**src/rtl/core/gtlw_pkg.sv**
```systemverilog
package gtlw_pkg;

  // Character classes carried on the input channel.
  localparam logic [2:0] KIND_ORDINARY = 3'd0;
  localparam logic [2:0] KIND_SPACE    = 3'd1;
  localparam logic [2:0] KIND_CR       = 3'd2;
  localparam logic [2:0] KIND_LF       = 3'd3;
  localparam logic [2:0] KIND_EOT      = 3'd4;

  // Configuration register indexes.
  localparam logic CFG_SCALE     = 1'b0;
  localparam logic CFG_MAX_WIDTH = 1'b1;

  localparam logic [7:0]  SCALE_RESET     = 8'd1;
  localparam logic [15:0] MAX_WIDTH_RESET = 16'd320;
  localparam logic [15:0] WIDTH_SAT       = 16'hFFFF;

  typedef struct packed {
    logic [2:0] kind;
    logic [7:0] glyph_width;
  } gtlw_in_t;

  typedef struct packed {
    logic [15:0] line_start;
    logic [15:0] line_length;
    logic [15:0] line_width;
    logic        end_of_text;
  } gtlw_out_t;

  // Staged character: class plus its already scaled width.
  typedef struct packed {
    logic [2:0]  kind;
    logic [15:0] cw;
  } gtlw_work_t;

endpackage

```
**src/rtl/core/gtlw_step.sv**
```systemverilog
module gtlw_step #(
  parameter int MAX_TEXT_LENGTH = 65536
) (
  input  logic              clk,
  input  logic              rst_n,
  input  logic              adv,
  input  gtlw_pkg::gtlw_work_t item,
  input  logic [15:0]       max_width,
  output logic              res_vld,
  output gtlw_pkg::gtlw_out_t res
);
  import gtlw_pkg::*;

  localparam int IW = $clog2(MAX_TEXT_LENGTH);
  localparam logic [IW:0]   MTL  = (IW + 1)'(MAX_TEXT_LENGTH);
  localparam logic [IW-1:0] LAST = IW'(MAX_TEXT_LENGTH - 1);

  logic [IW-1:0] pos_r, pos_nxt;
  logic [IW-1:0] start_r, start_nxt;
  logic [IW-1:0] space_r, space_nxt;
  logic [15:0]   run_r, run_nxt;
  logic [15:0]   wbs_r, wbs_nxt;
  logic [15:0]   lsw_r, lsw_nxt;

  function automatic logic [IW-1:0] idx_next(input logic [IW-1:0] v);
    return (v == LAST) ? '0 : v + 1'b1;
  endfunction

  function automatic logic [15:0] idx_diff(input logic [IW-1:0] a, input logic [IW-1:0] b);
    logic [IW:0] d;
    d = {1'b0, a} - {1'b0, b};
    if (a < b) begin
      d = d + MTL;
    end
    return 16'(d[IW-1:0]);
  endfunction

  function automatic logic [15:0] sat_add(input logic [15:0] a, input logic [15:0] b);
    logic [16:0] s;
    s = {1'b0, a} + {1'b0, b};
    return s[16] ? WIDTH_SAT : s[15:0];
  endfunction

  logic [16:0] fit_sum;
  logic        no_fit;
  logic [15:0] used;
  logic [15:0] rest;

  assign fit_sum = {1'b0, run_r} + {1'b0, item.cw};
  assign no_fit  = fit_sum > {1'b0, max_width};
  assign used    = sat_add(wbs_r, lsw_r);
  assign rest    = (run_r > used) ? run_r - used : '0;

  always_comb begin
    pos_nxt   = idx_next(pos_r);
    start_nxt = start_r;
    space_nxt = space_r;
    run_nxt   = run_r;
    wbs_nxt   = wbs_r;
    lsw_nxt   = lsw_r;
    res_vld   = 1'b0;
    res       = '{line_start:  16'(start_r),
                  line_length: idx_diff(pos_r, start_r),
                  line_width:  run_r,
                  end_of_text: 1'b0};
    unique case (item.kind)
      KIND_EOT: begin
        res_vld         = run_r != '0;
        res.end_of_text = 1'b1;
        pos_nxt   = '0;
        start_nxt = '0;
        space_nxt = '0;
        run_nxt   = '0;
        wbs_nxt   = '0;
        lsw_nxt   = '0;
      end
      KIND_LF: begin
        res_vld = 1'b1;
        if (run_r == '0) begin
          res.line_start  = 16'(pos_r);
          res.line_length = '0;
        end
        start_nxt = idx_next(pos_r);
        space_nxt = '0;
        wbs_nxt   = '0;
        run_nxt   = '0;
      end
      KIND_CR: begin
      end
      KIND_ORDINARY, KIND_SPACE: begin
        if (no_fit) begin
          if (item.kind == KIND_SPACE) begin
            res_vld   = run_r != '0;
            start_nxt = idx_next(pos_r);
            space_nxt = '0;
            wbs_nxt   = '0;
            run_nxt   = '0;
          end else if (space_r > start_r) begin
            res_vld         = wbs_r != '0;
            res.line_length = idx_diff(space_r, start_r);
            res.line_width  = wbs_r;
            start_nxt = idx_next(space_r);
            run_nxt   = sat_add(rest, item.cw);
            space_nxt = '0;
            wbs_nxt   = '0;
          end else begin
            res_vld   = run_r != '0;
            start_nxt = pos_r;
            space_nxt = '0;
            wbs_nxt   = '0;
            run_nxt   = item.cw;
          end
        end else if (item.kind == KIND_SPACE) begin
          if (run_r != '0) begin
            space_nxt = pos_r;
            wbs_nxt   = run_r;
            run_nxt   = sat_add(run_r, item.cw);
            lsw_nxt   = item.cw;
          end else begin
            start_nxt = idx_next(pos_r);
            space_nxt = '0;
            wbs_nxt   = '0;
            run_nxt   = '0;
          end
        end else begin
          run_nxt = sat_add(run_r, item.cw);
        end
      end
      default: begin
        // unused classes: no effect at all
        pos_nxt = pos_r;
      end
    endcase
  end

  always_ff @(posedge clk) begin
    if (!rst_n) begin
      pos_r   <= '0;
      start_r <= '0;
      space_r <= '0;
      run_r   <= '0;
      wbs_r   <= '0;
      lsw_r   <= '0;
    end else if (adv) begin
      pos_r   <= pos_nxt;
      start_r <= start_nxt;
      space_r <= space_nxt;
      run_r   <= run_nxt;
      wbs_r   <= wbs_nxt;
      lsw_r   <= lsw_nxt;
    end
  end

endmodule

```
**src/rtl/core/greedy_text_line_wrapper.sv**
```systemverilog
// Greedy text line wrapper: accepts one character request per cycle (class plus
// unscaled glyph width) and emits a line request (start index, length in
// characters, pixel width, end-of-text flag) whenever a line is broken at the
// last space, cut mid-word, ended by a line feed or flushed by end of text.
// The input stage registers the character and the output register the line
// request. Throughput is one character per cycle unless the output stalls, set
// by the update of the line state (running width, line start, last space). A
// request is taken while a finished line waits, if the staged one can move on.
// Write scale and max_width only while the block is idle.
module greedy_text_line_wrapper #(
  parameter int MAX_TEXT_LENGTH = 65536
) (
  input  logic                clk,
  input  logic                rst_n,
  input  logic                in_valid,
  output logic                in_stall,
  input  gtlw_pkg::gtlw_in_t  in_data,
  output logic                out_valid,
  input  logic                out_stall,
  output gtlw_pkg::gtlw_out_t out_data,
  input  logic                cfg_we,
  input  logic                cfg_addr,
  input  logic [15:0]         cfg_wdata
);
  import gtlw_pkg::*;

  // Configuration registers.
  logic [7:0]  scale_r;
  logic [15:0] max_width_r;

  // Input stage: the character with its scaled width.
  logic       stg_vld_r, stg_vld_nxt;
  gtlw_work_t stg_r;

  // Output register.
  logic      out_vld_r, out_vld_nxt;
  gtlw_out_t out_r;

  logic      in_acc;
  logic      adv;
  logic      res_vld;
  gtlw_out_t res;

  // Advance the staged character when the output register can take a line.
  assign adv      = stg_vld_r && (!out_vld_r || !out_stall);
  assign in_stall = stg_vld_r && !adv;
  assign in_acc   = in_valid && !in_stall;

  assign out_valid = out_vld_r;
  assign out_data  = out_r;

  always_ff @(posedge clk) begin
    if (!rst_n) begin
      scale_r     <= SCALE_RESET;
      max_width_r <= MAX_WIDTH_RESET;
    end else if (cfg_we) begin
      unique case (cfg_addr)
        CFG_SCALE:     scale_r     <= cfg_wdata[7:0];
        CFG_MAX_WIDTH: max_width_r <= cfg_wdata;
        default:       ;
      endcase
    end
  end

  always_comb begin
    stg_vld_nxt = stg_vld_r;
    if (in_acc) begin
      stg_vld_nxt = 1'b1;
    end else if (adv) begin
      stg_vld_nxt = 1'b0;
    end
  end

  always_comb begin
    out_vld_nxt = out_vld_r;
    if (adv) begin
      out_vld_nxt = res_vld;
    end else if (out_vld_r && !out_stall) begin
      out_vld_nxt = 1'b0;
    end
  end

  always_ff @(posedge clk) begin
    if (!rst_n) begin
      stg_vld_r <= 1'b0;
      out_vld_r <= 1'b0;
    end else begin
      stg_vld_r <= stg_vld_nxt;
      out_vld_r <= out_vld_nxt;
    end
  end

  // Scale on capture: 8 x 8 bits never exceeds 16 bits, so no saturation here.
  always_ff @(posedge clk) begin
    if (in_acc) begin
      stg_r.kind <= in_data.kind;
      stg_r.cw   <= 16'(in_data.glyph_width) * 16'(scale_r);
    end
    if (adv && res_vld) begin
      out_r <= res;
    end
  end

  gtlw_step #(
    .MAX_TEXT_LENGTH(MAX_TEXT_LENGTH)
  ) u_step (
    .clk       (clk),
    .rst_n     (rst_n),
    .adv       (adv),
    .item      (stg_r),
    .max_width (max_width_r),
    .res_vld   (res_vld),
    .res       (res)
  );

  // A full output register that is stalled must hold back the input stage.
  a_hold_stage: assert property (@(posedge clk) disable iff (!rst_n)
    stg_vld_r && out_vld_r && out_stall |-> in_stall)
    else $error("input stage advanced into a stalled output");

  // An accepted character is staged in the next cycle.
  a_stage_fill: assert property (@(posedge clk) disable iff (!rst_n)
    in_acc |=> stg_vld_r)
    else $error("accepted character not staged");

  // A final flush is emitted only for a line with pixels in it.
  a_flush_width: assert property (@(posedge clk) disable iff (!rst_n)
    out_valid |-> (!out_data.end_of_text || out_data.line_width != 16'd0))
    else $error("end-of-text line with zero width");

  // A new line loaded only while the old one is gone or being taken.
  a_no_overwrite: assert property (@(posedge clk) disable iff (!rst_n)
    out_vld_r && out_stall |=> $stable(out_r))
    else $error("pending line overwritten");

endmodule
```
**config.mk**
```make
export PLATFORM = sky130hd
export DESIGN_NAME = greedy_text_line_wrapper
export DESIGN_NICKNAME = d
export VERILOG_FILES = /design/src/rtl/core/gtlw_pkg.sv /design/src/rtl/core/gtlw_step.sv /design/src/rtl/core/greedy_text_line_wrapper.sv
export SDC_FILE = /design/constraint.sdc
export NUM_CORES = 1
export LEC_CHECK = 0
export ABC_AREA = 1
export BUFFER_PORTS_ARGS = -buffer_cell sky130_fd_sc_hd__buf_2
export CAP_MARGIN = 40
export CORE_AREA = 2 2 209 211
export DETAILED_ROUTE_END_ITERATION = 8
export DIE_AREA = 0 0 211 213
export PLACE_DENSITY = 0.53
export SYNTH_ARGS = -nofsm -noshare
export SYNTH_HDL_FRONTEND = slang
export SYNTH_SLANG_ARGS = --single-unit
```
**constraint.sdc**
```tcl
create_clock -name clk -period 9.48 [get_ports clk]
set_clock_uncertainty 0.15 [all_clocks]
set_input_delay 1.422 -clock clk [delete_from_list [all_inputs] [get_ports clk]]
set_output_delay 1.422 -clock clk [all_outputs]
set_load 0.02 [all_outputs]
```
-- Yosys cells after proc, flatten, opt, wreduce, memory -nomap -nowiden
Index checks and enable logic that the tools add are counted.
- memories: 0
- output and inout bits: 51
- memory bits (writable): 0
- latch bits: 0
- register bits after elaboration: 190
- bits in read-only memories: 0
- divide/modulo/power cells: 0
- order comparisons: 5
- multiply operators: 1
- add/sub/neg operators: 10
- reductions and logical operators: 30
- muxes and demuxes: 49
- shift operators: 0
- equal/unequal tests: 11
- bitwise operators: 1
- operators by type and width (cell ; number):
    $mux 16 ; 29
    $pmux 16 s2 ; 6
    $mux 32 ; 4
    $add 16x1->16 const B ; 4
    $add 16x16->17 ; 3
    $pmux 16 s3 ; 1
    $sub 16x16->16 ; 3
    $eq 16x16->1 const B ; 2
    $gt 16x16->1 ; 2
    $lt 16x16->1 ; 2
    $reduce_bool 16->1 ; 2
    $gt 17x16->1 ; 1
    $logic_not 16->1 ; 1
    $mul 8x8->16 ; 1
    $reduce_bool 2->1 ; 5
    $mux 1 ; 8
    $reduce_and 2->1 ; 4
    $eq 3x2->1 const B ; 2
    $logic_and 1x1->1 ; 5
    $reduce_and 5->1 ; 1
    $logic_not 1->1 ; 4
    $ne 2x1->1 const B ; 2
    $reduce_and 4->1 ; 1
    $reduce_or 2->1 ; 2
    other kinds (12) ; 12

-- Depth between registers and ports, before layout
Gate-level depths: netlist of the first run.
- word-level depth: 10
- gate-level depth with buffers: 38

-- Cells and area by module
From an unflattened synthesis of the first run, not the netlist that was laid out.
- cell total of the unflattened synthesis: 2444
- area, all modules: 16657.2 µm²
- modules (own cells, without submodules) (module ; cells each ; instances ; area each (µm²)):
    gtlw_step ; 1881 ; 1 ; 11293.3
    greedy_text_line_wrapper ; 563 ; 1 ; 5363.9

-- Worst setup path before layout of the first run
OpenSTA, ideal clock, no wires.
- path kind: register -> register
- start point: reg u_step.lsw_r[0]
- end point: reg u_step.run_r[3]
- required time: 9.198 ns
- library setup time: 0.132 ns
- period minus slack after synthesis: 5.819 ns
- stages on the path, launching flop included: 36
- arrival time: 5.537 ns
- path slack: 3.661 ns
- path buffers: 2
- cells stage by stage: dfxtp_1 ha_1 fa_1 nand3_1 nand2_1 a21oi_1 o21ai_0 a21boi_0 o21ai_0 a21oi_1 and2_1 nor3_1 ha_1 nand3_1 inv_1 nand2_1 o31ai_1 clkbuf_1 nor2_1 ha_1 fa_1 nand2_1 nand2_1 nand2_1 inv_1 a21oi_1 nor2_1 nor2_1 nand2_1 inv_1 buf_2 nand2_1 o211ai_1 nand2_1 nand3_1 a21oi_1
- cells in the longest elaborated chain, start to end: 10
- RTL lines (what ; RTL line ; RTL):
    from (decl) ; gtlw_step.sv:23 ; logic [15:0] lsw_r, lsw_nxt;
    from (signal assigned) ; gtlw_step.sv:150 ; lsw_r <= lsw_nxt;
    $add 16x16->17 (*) ; gtlw_step.sv:40 ; s = {1'b0, a} + {1'b0, b};
    $mux 16 (*) ; gtlw_step.sv:41 ; return s[16] ? WIDTH_SAT : s[15:0];
    $sub 16x16->16 / $gt 16x16->1 (equally long branches) ; gtlw_step.sv:52 ; assign rest = (run_r > used) ? run_r - used : '0;
    $mux 16 (*) ; gtlw_step.sv:52 ;
    $add 16x16->17 (*) ; gtlw_step.sv:40 ;
    $mux 16 (*) ; gtlw_step.sv:41 ;
    $mux 16 (*) ; gtlw_step.sv:98 ; end else if (space_r > start_r) begin
    $mux 16 (*) ; gtlw_step.sv:92 ; if (item.kind == KIND_SPACE) begin
    $mux 16 (*) ; gtlw_step.sv:91 ; if (no_fit) begin
    $pmux 16 s2 (*) ; gtlw_step.sv:66 ; unique case (item.kind)
    to (signal assigned) ; gtlw_step.sv:148 ; run_r <= run_nxt;
    to (decl) ; gtlw_step.sv:21 ; logic [15:0] run_r, run_nxt;
Every way passes the cells marked *; elsewhere a longest branch is shown, timed or not.
A chain may end at the register's enable or synchronous reset.

-- Worst setup path in the final report of the first run
- start point: reg u_step.wbs_r[0]
- end point: reg u_step.run_r[11]
- cells in the longest elaborated chain, start to end: 10
- RTL lines (what ; RTL line ; RTL):
    from (decl) ; gtlw_step.sv:22 ; logic [15:0] wbs_r, wbs_nxt;
    from (signal assigned) ; gtlw_step.sv:149 ; wbs_r <= wbs_nxt;
    $add 16x16->17 (*) ; gtlw_step.sv:40 ;
    $mux 16 (*) ; gtlw_step.sv:41 ;
    $sub 16x16->16 / $gt 16x16->1 (equally long branches) ; gtlw_step.sv:52 ;
    $mux 16 (*) ; gtlw_step.sv:52 ;
    $add 16x16->17 (*) ; gtlw_step.sv:40 ;
    $mux 16 (*) ; gtlw_step.sv:41 ;
    $mux 16 (*) ; gtlw_step.sv:98 ;
    $mux 16 (*) ; gtlw_step.sv:92 ;
    $mux 16 (*) ; gtlw_step.sv:91 ;
    $pmux 16 s2 (*) ; gtlw_step.sv:66 ;
Marked as above.

==> results of run 1 <==
per-layer routing:
metal / part of all wire (%) / wire [um]
met1: 43 / 23740
met2: 48 / 26630
met3: 4.1 / 2258
met4: 4.5 / 2462
met5: 0 / 0
worst max-delay path by stage:
stage / from / endpoint / slack [ns] / cells past startpoint
floorplan: u_step.lsw_r[0] / u_step.run_r[3] / 3.66 / 35
global placement: u_step.lsw_r[0] / u_step.run_r[11] / 3.17 / 37
detailed placement: u_step.wbs_r[0] / u_step.run_r[11] / 3.00 / 37
CTS: u_step.wbs_r[0] / u_step.run_r[11] / 2.95 / 37
global route: u_step.lsw_r[0] / u_step.run_r[11] / 2.14 / 37
finish: u_step.wbs_r[0] / u_step.run_r[11] / 2.87 / 37
per-stage QoR:
stage | hold WS [ns] | total power, mW | util, % | setup WS (ns)
floorplan | 0.2853 | 2.061 | - | 3.661
global placement | 0.3054 | 2.442 | 41.54 | 3.172
detailed placement | 0.3104 | 2.451 | 41.72 | 3.002
CTS | 0.3220 | 3.234 | 43.19 | 2.953
global route | 0.3387 | 3.458 | 43.19 | 2.138
finish | 0.3187 | 3.210 | 43.19 | 2.873
synthesized netlist by cell type (3+ instances only):
master	count
nand2_1	737
inv_1	323
nor2_1	237
a21oi_1	179
nand3_1	179
ha_1	149
o21ai_0	123
dfxtp_1	122
edfxtp_1	68
xor2_1	53
clkbuf_1	49
fa_1	42
xnor2_1	34
nand4_1	28
o21ai_1	26
buf_2	21
nor3_1	16
o22ai_1	13
or2_2	13
a21o_1	12
buf_1	10
o211ai_1	10
nand3b_1	9
o21bai_1	9
inv_2	7
buf_6	5
nand2_2	5
a21boi_0	4
nand2_4	4
nand3_2	4
o31ai_1	4
a211oi_1	3
and2_1	3
clkbuf_2	3
nor2_2	3
nor4_1	3
state kept, by name, summed over array words and instances (netlist names):
name,cells
u_step.run_r,16
stg_r,19
out_valid,1
max_width_r,16
u_step.pos_r,16
out_data,49
u_step.wbs_r,16
u_step.space_r,16
scale_r,8
stg_vld_r,1
u_step.start_r,16
u_step.lsw_r,16
final cells by class:
type,instances,area [sq um]
Sequential cell,190,4484
Clock buffer,20,489.2
Multi-Input combinational cell,1922,10840
Tap cell,546,683.2
Clock inverter,12,138.9
Inverter,331,1244
Fill cell,4525,24260
Timing Repair Buffer,96,560.5
cell usage in the layout, fill, tap and decap left out, types with 12 or more instances in the layout:
| cell type | synthesis | routed |
|---|---|---|
| clkbuf_16 | 0 | 19 |
| nand4_1 | 28 | 28 |
| nor2_1 | 237 | 235 |
| nand2_1 | 737 | 737 |
| nor3_1 | 16 | 16 |
| o21ai_1 | 26 | 26 |
| edfxtp_1 | 68 | 68 |
| inv_1 | 323 | 322 |
| ha_1 | 149 | 149 |
| or2_2 | 13 | 13 |
| o22ai_1 | 13 | 13 |
| a21oi_1 | 179 | 179 |
| xor2_1 | 53 | 53 |
| xnor2_1 | 34 | 34 |
| buf_2 | 21 | 83 |
| nand3_1 | 179 | 179 |
| a21o_1 | 12 | 12 |
| dfxtp_1 | 122 | 122 |
| o21ai_0 | 123 | 123 |
| fa_1 | 42 | 42 |
critical path: cells and delay by family, from the launching register on:
kind	cells	cell delay (ns)
AND/OR/NAND/NOR	19	2.17
adder cells (fa/ha/maj)	6	1.62
AO/OA/AOI/OAI	8	1.49
buffers and inverters	4	0.72
flip-flops	1	0.34
cells by family after synthesis:
family | share of synthesized area (%)
and+or+nand+nor | 30.85
buffers and inverters | 9.712
AOI/OAI and AO/OA | 12.58
adders and majority gates | 15.94
DFF | 26.43
xor gates and xnor gates | 4.491
power breakdown:
part	leakage [nW]	internal, mW	switching [mW]
Sequential	1.62	0.904	0.0796
Clock	0.308	0.389	0.380
Combinational	7.39	0.499	0.957
Total	9.32	1.79	1.42
==> impl_metrics.csv, run 1 <==
group,metric,value,unit
cts,cts_resized,0,
detailed_routing,wl_per_cell,17.67,um
synthesis,syn_inst,2532,
cts,postCtsSetupRepairBufs,0,
final_layout,fin_nets,2782,
cts,holdBufCountCts,0,
min_path,worst_hold_path_type,"reg2reg",
floorplan,start_util,39.74,%
cts,root_buffer,"clkbuf_16",
placement,dp_hpwl,43.05,mm
sta,setup_violations,0,
cts,cts_buffers,17,
synthesis,async_flop_share,0,%
floorplan,core-area,42700,sq um
cts,clk_latency,0.50,ns
placement,place.gp.congestion,0.9174,
floorplan,fp-row-count,76,
grt,grt_max_degree,74,
detailed_routing,drt-pass1-iter-count,7,
worst_setup_path,critPathKind,"reg2reg",
detailed_routing,vias,16350,
sta,finalCriticalPeriod,6.607,ns
cts,clkSlewWorstSetupHoldPaths,0.08,ns
worst_setup_path,cp_max_fo,16,
sta,setup_tns,0,ns
synthesis,yosys.area.top_type,"nand2_1",
detailed_routing,drt_iter0_drc,1073,
worst_setup_path,start_kind,"register",
floorplan,die_x,211,um
floorplan,die_h,213,um
grt,grt_use_met3,3.662,%
worst_setup_path,crit_slowest_cell,"fa_1",
synthesis,syn_area,16970,sq um
floorplan,die_area,44940,sq um
grt,antenna_found_initial,0,
sta,grt_setup_unrepaired,"false",
final_layout,design_area,18440,sq um
worst_setup_path,worst-r2r-setup-slack,2.87,ns
synthesis,yosysSeqAreaShare,26.43,%
power,vdd_ir_drop_max,0.1087,mV
final_layout,fin_cells,3117,
worst_setup_path,rr_endpoint,"u_step.run_r[11]",
sta,hold_violations,0,
sta,slew_violations,0,
grt,top_usage_layer,"met2",
cts,cts.sinks,190,
worst_setup_path,cpMostUsedCell,"nand2_1",
worst_setup_path,arrival,6.83,ns
grt,grt_use_total,24.93,%
detailed_routing,vias_per_cell,5.244,
detailed_routing,drc,0,
detailed_routing,finalWirelength,55.09,mm
worst_setup_path,r2r_start,"u_step.wbs_r[0]",
placement,dpl_cell_area,17810,sq um
sta,relSlewSlack,43.67,%
detailed_routing,final_antenna_net_count,0,
cts,cts-htree-levels,4,
sta,tightest_slew,0.8450,ns
cts,cts_tree,"done",
grt,grt_overflow_total,0,
final_layout,syn2layout_area_growth,8.679,%
synthesis,ys_warn_count,0,
floorplan,io-pin-count,84,
grt,grt_use_met1,30.47,%
grt,grt_pass1_wl,85.18,mm
synthesis,ys_top_cells_by_area,"nand2_1, dfxtp_1, edfxtp_1",
min_path,min_path_cells,2,
min_path,holdCritStartpoint,"max_width_r[1]",
synthesis,synth_top_area_share,16.30,%
final_layout,drive_above_1_share,6.768,%
job,max_cap_violations,0,
synthesis,yosysUniqueCellTypes,51,
worst_setup_path,rr_worst_depth,37,
min_path,min_to,"max_width_r[1]",
placement,portBuffers,83,
synthesis,ys_ff_latch,190,
synthesis,synth_edf_count,68,
grt,grtUsageMet2,43.10,%
power,p_per_area,174.1,nW/um^2
synthesis,avgSynthCellArea,6.701,sq um
power,power.leakage,9.315,nW
run_status,status,"finished clean",
worst_setup_path,endpoint_kind,"register",
worst_setup_path,cp.required,9.70,ns
grt,grt_pass1_vias,15320,
synthesis,synth_fp_nets,2756,
worst_setup_path,cpPeakStageDelay,0.44,ns
cts,cts_buffer_depth,2,
final_layout,diodes,0,
sta,fmax,0.1514,GHz
placement,dp_cells,3085,
sta,period_share,69.69,%
synthesis,dominantRegCellSynth,"dfxtp_1",
(Power assumes the default switching activity.)
==> run 2, diff against run 1 <==
PLACE_DENSITY = 0.55   (was 0.53)
clock period = 6 ns   (was 9.48 ns; I/O delays follow)
==> impl_metrics.csv, run 2 (same netlist as run 1, synthesis figures left out) <==
group,metric,value,unit
grt,grt_pass1_wl,85.47,mm
sta,setup_violations,0,
cts,clkSlewWorstSetupHoldPaths,0.08,ns
floorplan,fp-row-count,76,
floorplan,io-pin-count,84,
floorplan,die_area,44940,sq um
sta,period_share,92.54,%
worst_setup_path,critPathKind,"reg2reg",
sta,hold_violations,0,
sta,tightest_slew,0.8033,ns
floorplan,start_util,39.74,%
power,sw_frac_of_total,44.20,%
final_layout,layout_common_cells,"nand2_1, inv_1, nor2_1, nand3_1, a21oi_1",
floorplan,die_x,211,um
run_status,status,"finished clean",
power,comb_power_share,46.9,%
final_layout,drive_above_1_share,8.269,%
final_layout,fin_nets,2811,
detailed_routing,drt_iter0_drc,1232,
worst_setup_path,start_kind,"register",
worst_setup_path,arrival,5.78,ns
grt,grt_max_degree,64,
worst_setup_path,crit_family,"simple AND/OR/NAND/NOR gates",
worst_setup_path,endpoint_kind,"register",
power,pwr-share-clk,22.5,%
sta,setup_tns,0,ns
power,power.leakage,9.425,nW
sta,whs,0.3147,ns
worst_setup_path,cp_num_buf_inv,4,
final_layout,syn2layout_area_growth,9.837,%
worst_setup_path,cpMostUsedCell,"nand2_1",
placement,place.gp.congestion,0.9393,
sta,finalCriticalPeriod,5.552,ns
final_layout,final-seq-area,4484,sq um
final_layout,largest_reg_flops,49,
cts,cts.sinks,190,
cts,cts_buffer_depth,2,
cts,holdBufCountCts,0,
cts,root_buffer,"clkbuf_16",
detailed_routing,vias_per_cell,5.209,
worst_setup_path,cp_max_fo,13,
worst_setup_path,cp.required,6.22,ns
detailed_routing,vias,16390,
detailed_routing,final_antenna_net_count,0,
floorplan,die_h,213,um
grt,grt_overflow_total,0,
grt,antenna_found_initial,0,
grt,grt_pass1_vias,15480,
detailed_routing,finalWirelength,54.53,mm
detailed_routing,wl_per_cell,17.33,um
placement,portBuffers,83,
floorplan,core-area,42700,sq um
sta,grt_setup_unrepaired,"false",
final_layout,final_common_cell,"nand2_1",
cts,cts_tree,"done",
cts,cts_buffers,17,
job,max_cap_violations,0,
placement,dpl_cell_area,18000,sq um
final_layout,fillers,4513,
worst_setup_path,cpPeakStageDelay,0.46,ns
final_layout,diodes,0,
grt,grt_use_total,24.80,%
min_path,worst_hold_path_type,"reg2reg",
final_layout,multiInputGateArea,10890,sq um
power,p_per_area,270.2,nW/um^2
cts,cts-htree-levels,4,
power,p_seq_share,30.6,%
final_layout,utilization,43.65,%
sta,slew_violations,0,
power,power_switching,2.225,mW
cts,clk_latency,0.51,ns
detailed_routing,drt-pass1-iter-count,7,
power,vdd_ir_drop_max,0.1505,mV
sta,fmax,0.1801,GHz
power,power.internal,2.810,mW
worst_setup_path,crit_slowest_cell,"fa_1",
placement,dp_hpwl,42.79,mm
detailed_routing,drc,0,
sta,relSlewSlack,46.25,%
final_layout,design_area,18640,sq um
## run 2: cell types whose count changed in the layout (fill, tap and decap cells not counted), sizes merged
cell,previous run,this run
clkinvlp,0,3
inv,334,337
buf,96,124
clkinv,9,4
## run 2: timing repair
| item | 4_1_cts | 5_1_grt |
|---|---|---|
| resized for setup | 0 | 22 |
| endpoints found under the setup margin | 0 | 16 |
| setup buffers | 0 | 3 |
## run 2: per-layer routing
metal | global-route usage [%] | part of all wire (%)
met1 | 30.81 | 43
met2 | 43.46 | 50
met3 | 3.648 | 4.0
met4 | 9.373 | 3.1
met5 | 0 | 0
## run 2: path summary, 6_finish.rpt
check        slack [ns]              end  depth (start not counted)       startpoint
max                0.45  u_step.run_r[1]                         35  u_step.lsw_r[0]
min                0.31  max_width_r[14]                          2  max_width_r[14]
max reg2reg        0.45  u_step.run_r[1]                         35  u_step.lsw_r[0]
min reg2reg        0.31  max_width_r[14]                          2  max_width_r[14]
## run 2: worst min-delay path, delay by kind of cell (launching register included)
kind	cells	cell delay, ns
AOI/OAI and AO/OA	1	0.06
buffers and inverters	1	0.07
DFF	1	0.30
## run 2: final cells by class
type	count	share of cell area, %
clock buffer	20	2.397
clock inverter	12	0.5639
inverter	331	6.687
multi-input combinational	1922	58.42
sequential	190	24.06
tap	546	3.666
timing repair buffer	124	4.162
timing repair inverter	1	0.04028
## run 2: power by group through the flow
stage          registers, mW  logic [mW]  clock network (mW)
6_report                1.54        2.36                1.13
5_1_grt                 1.54        2.67                1.21
3_5_place_dp            1.57        2.31                   0
3_3_place_gp            1.57        2.30                   0
4_1_cts                 1.54        2.32                1.17
2_1_floorplan           1.51        1.75                   0
## run 2: per-stage QoR
step,setup WS [ns],instances,power [mW]
3_5_place_dp,0.1098,3110,3.876
5_1_grt,0.001628,3146,5.423
6_report,0.4475,3146,5.035
3_3_place_gp,0.1325,3105,3.864
4_1_cts,0.08585,3142,5.030
2_1_floorplan,0.1810,2532,3.256
==> run 3, diff against run 2 <==
PLACE_DENSITY = 0.53   (was 0.55)
clock period = 6.2 ns   (was 6 ns; I/O delays follow)
==> impl_metrics.csv, run 3 (same netlist as run 1, synthesis figures left out) <==
group,metric,value,unit
worst_setup_path,arrival,6.00,ns
worst_setup_path,endpoint_kind,"register",
sta,finalCriticalPeriod,5.717,ns
power,power.leakage,9.420,nW
power,p_per_area,264.8,nW/um^2
run_status,status,"finished clean",
sta,grt_setup_unrepaired,"false",
grt,grt_overflow_total,0,
detailed_routing,vias_per_cell,5.208,
placement,portBuffers,83,
worst_setup_path,critPathKind,"reg2reg",
grt,grtUsageMet2,43.57,%
final_layout,design_area,18650,sq um
sta,relSlewSlack,43.52,%
worst_setup_path,cpPeakStageDelay,0.45,ns
placement,dpl_cell_area,17970,sq um
worst_setup_path,crit_slowest_cell,"fa_1",
final_layout,fin_nets,2804,
grt,grt_pass1_wl,84.87,mm
detailed_routing,finalWirelength,54.61,mm
cts,cts_buffers,17,
final_layout,multiInputGateArea,10870,sq um
min_path,min_path_cells,2,
detailed_routing,drt-pass1-iter-count,5,
sta,tightest_slew,0.8473,ns
detailed_routing,final_antenna_net_count,0,
floorplan,die_area,44940,sq um
sta,hold_violations,0,
job,max_cap_violations,0,
worst_setup_path,cp_max_fo,14,
detailed_routing,drt_iter0_drc,1034,
grt,grt_use_met1,30.77,%
final_layout,largest_reg_flops,49,
cts,clkSlewWorstSetupHoldPaths,0.08,ns
floorplan,io-pin-count,84,
grt,antenna_found_initial,0,
sta,slew_violations,0,
final_layout,final_common_cell,"nand2_1",
placement,dp_hpwl,43.17,mm
grt,grt_use_total,24.67,%
cts,cts_buffer_depth,2,
sta,setup_violations,0,
floorplan,start_util,39.74,%
grt,grt_use_met3,3.574,%
worst_setup_path,start_kind,"register",
floorplan,fp-row-count,76,
final_layout,drive_above_1_share,7.906,%
worst_setup_path,cp.required,6.48,ns
worst_setup_path,cpMostUsedCell,"nand2_1",
sta,fmax,0.1749,GHz
final_layout,final-seq-area,4484,sq um
floorplan,die_h,213,um
floorplan,die_x,211,um
floorplan,core-area,42700,sq um
power,vdd_ir_drop_max,0.1240,mV
detailed_routing,wl_per_cell,17.40,um
final_layout,fillers,4518,
cts,root_buffer,"clkbuf_16",
final_layout,layout_common_cells,"nand2_1, inv_1, nor2_1, nand3_1, a21oi_1",
grt,top_usage_layer,"met2",
min_path,worst_hold_path_type,"reg2reg",
power,total_power,4.938,mW
final_layout,diodes,0,
final_layout,syn2layout_area_growth,9.911,%
detailed_routing,vias,16350,
worst_setup_path,rr_worst_depth,33,
sta,setup_tns,0,ns
cts,cts.sinks,190,
cts,cts-htree-levels,4,
grt,grt_max_degree,60,
sta,period_share,92.21,%
cts,clk_latency,0.52,ns
cts,cts_tree,"done",
detailed_routing,drc,0,
placement,place.gp.congestion,0.9444,
grt,grt_pass1_vias,15190,
run 3: changes by cell type in the layout (fill, tap and decap cells not counted), sizes merged:
cell	previous run	this run
buf	124	117
clkinv	4	7
clkbuf	20	18
clkinvlp	3	2
run 3: what timing repair did:
item | 4_1_cts | 5_1_grt
hold buffers | 0 | 0
endpoints found under the setup margin | 0 | 16
resized for setup | 0 | 13
buffers inserted | 0 | 1
run 3: path summary, 6_finish.rpt:
check             startpoint         endpoint  slack, ns
max          u_step.lsw_r[0]  u_step.run_r[7]       0.48
min          u_step.lsw_r[2]  u_step.lsw_r[2]       0.32
max reg2reg  u_step.lsw_r[0]  u_step.run_r[7]       0.48
min reg2reg  u_step.lsw_r[2]  u_step.lsw_r[2]       0.32
run 3: area by class of cell:
| class | count | area share, % |
|---|---|---|
| repair buffers | 117 | 3.891 |
| well taps | 546 | 3.663 |
| repair inverters | 1 | 0.04026 |
| inverters | 331 | 6.689 |
| multi-input cells | 1922 | 58.29 |
| clock buffers | 18 | 2.415 |
| flip-flops and latches | 190 | 24.05 |
| clock inverters | 14 | 0.9661 |
run 3: worst max-delay path: cells and delay by family, from the launching register on:
kind / cells / cell delay, ns
AO/OA/AOI/OAI: 12 / 1.93
adder cells (fa/ha/maj): 4 / 1.38
buffers and inverters: 4 / 0.63
flip-flops: 1 / 0.32
AND/OR/NAND/NOR: 13 / 1.20
run 3: power by group:
part | switching, mW | internal (mW) | total, mW | leakage [nW]
logic | 1.46 | 0.789 | 2.25 | 7.50
clock network | 0.623 | 0.575 | 1.20 | 0.306
registers | 0.107 | 1.38 | 1.49 | 1.62
total | 2.19 | 2.75 | 4.94 | 9.42
run 3: stage by stage:
step                      util (%)  hold WS [ns]  setup slack [ns]  cells
after floorplan                  -        0.2853            0.3810   2532
after global placement       41.87        0.3058            0.1925   3100
after detailed placement     42.09        0.3114            0.1159   3105
after CTS                    43.56        0.3220           0.09159   3137
after global routing         43.68        0.3358          0.007413   3139
final                        43.68        0.3220            0.4827   3139
run 3: layer usage:
layer  part of all wire [%]  vias to the layer above
li1                       -                     8286
met4                    2.4                        0
met5                      0                        -
met1                     44                     7629
met3                    3.8                       69
met2                     49                      364
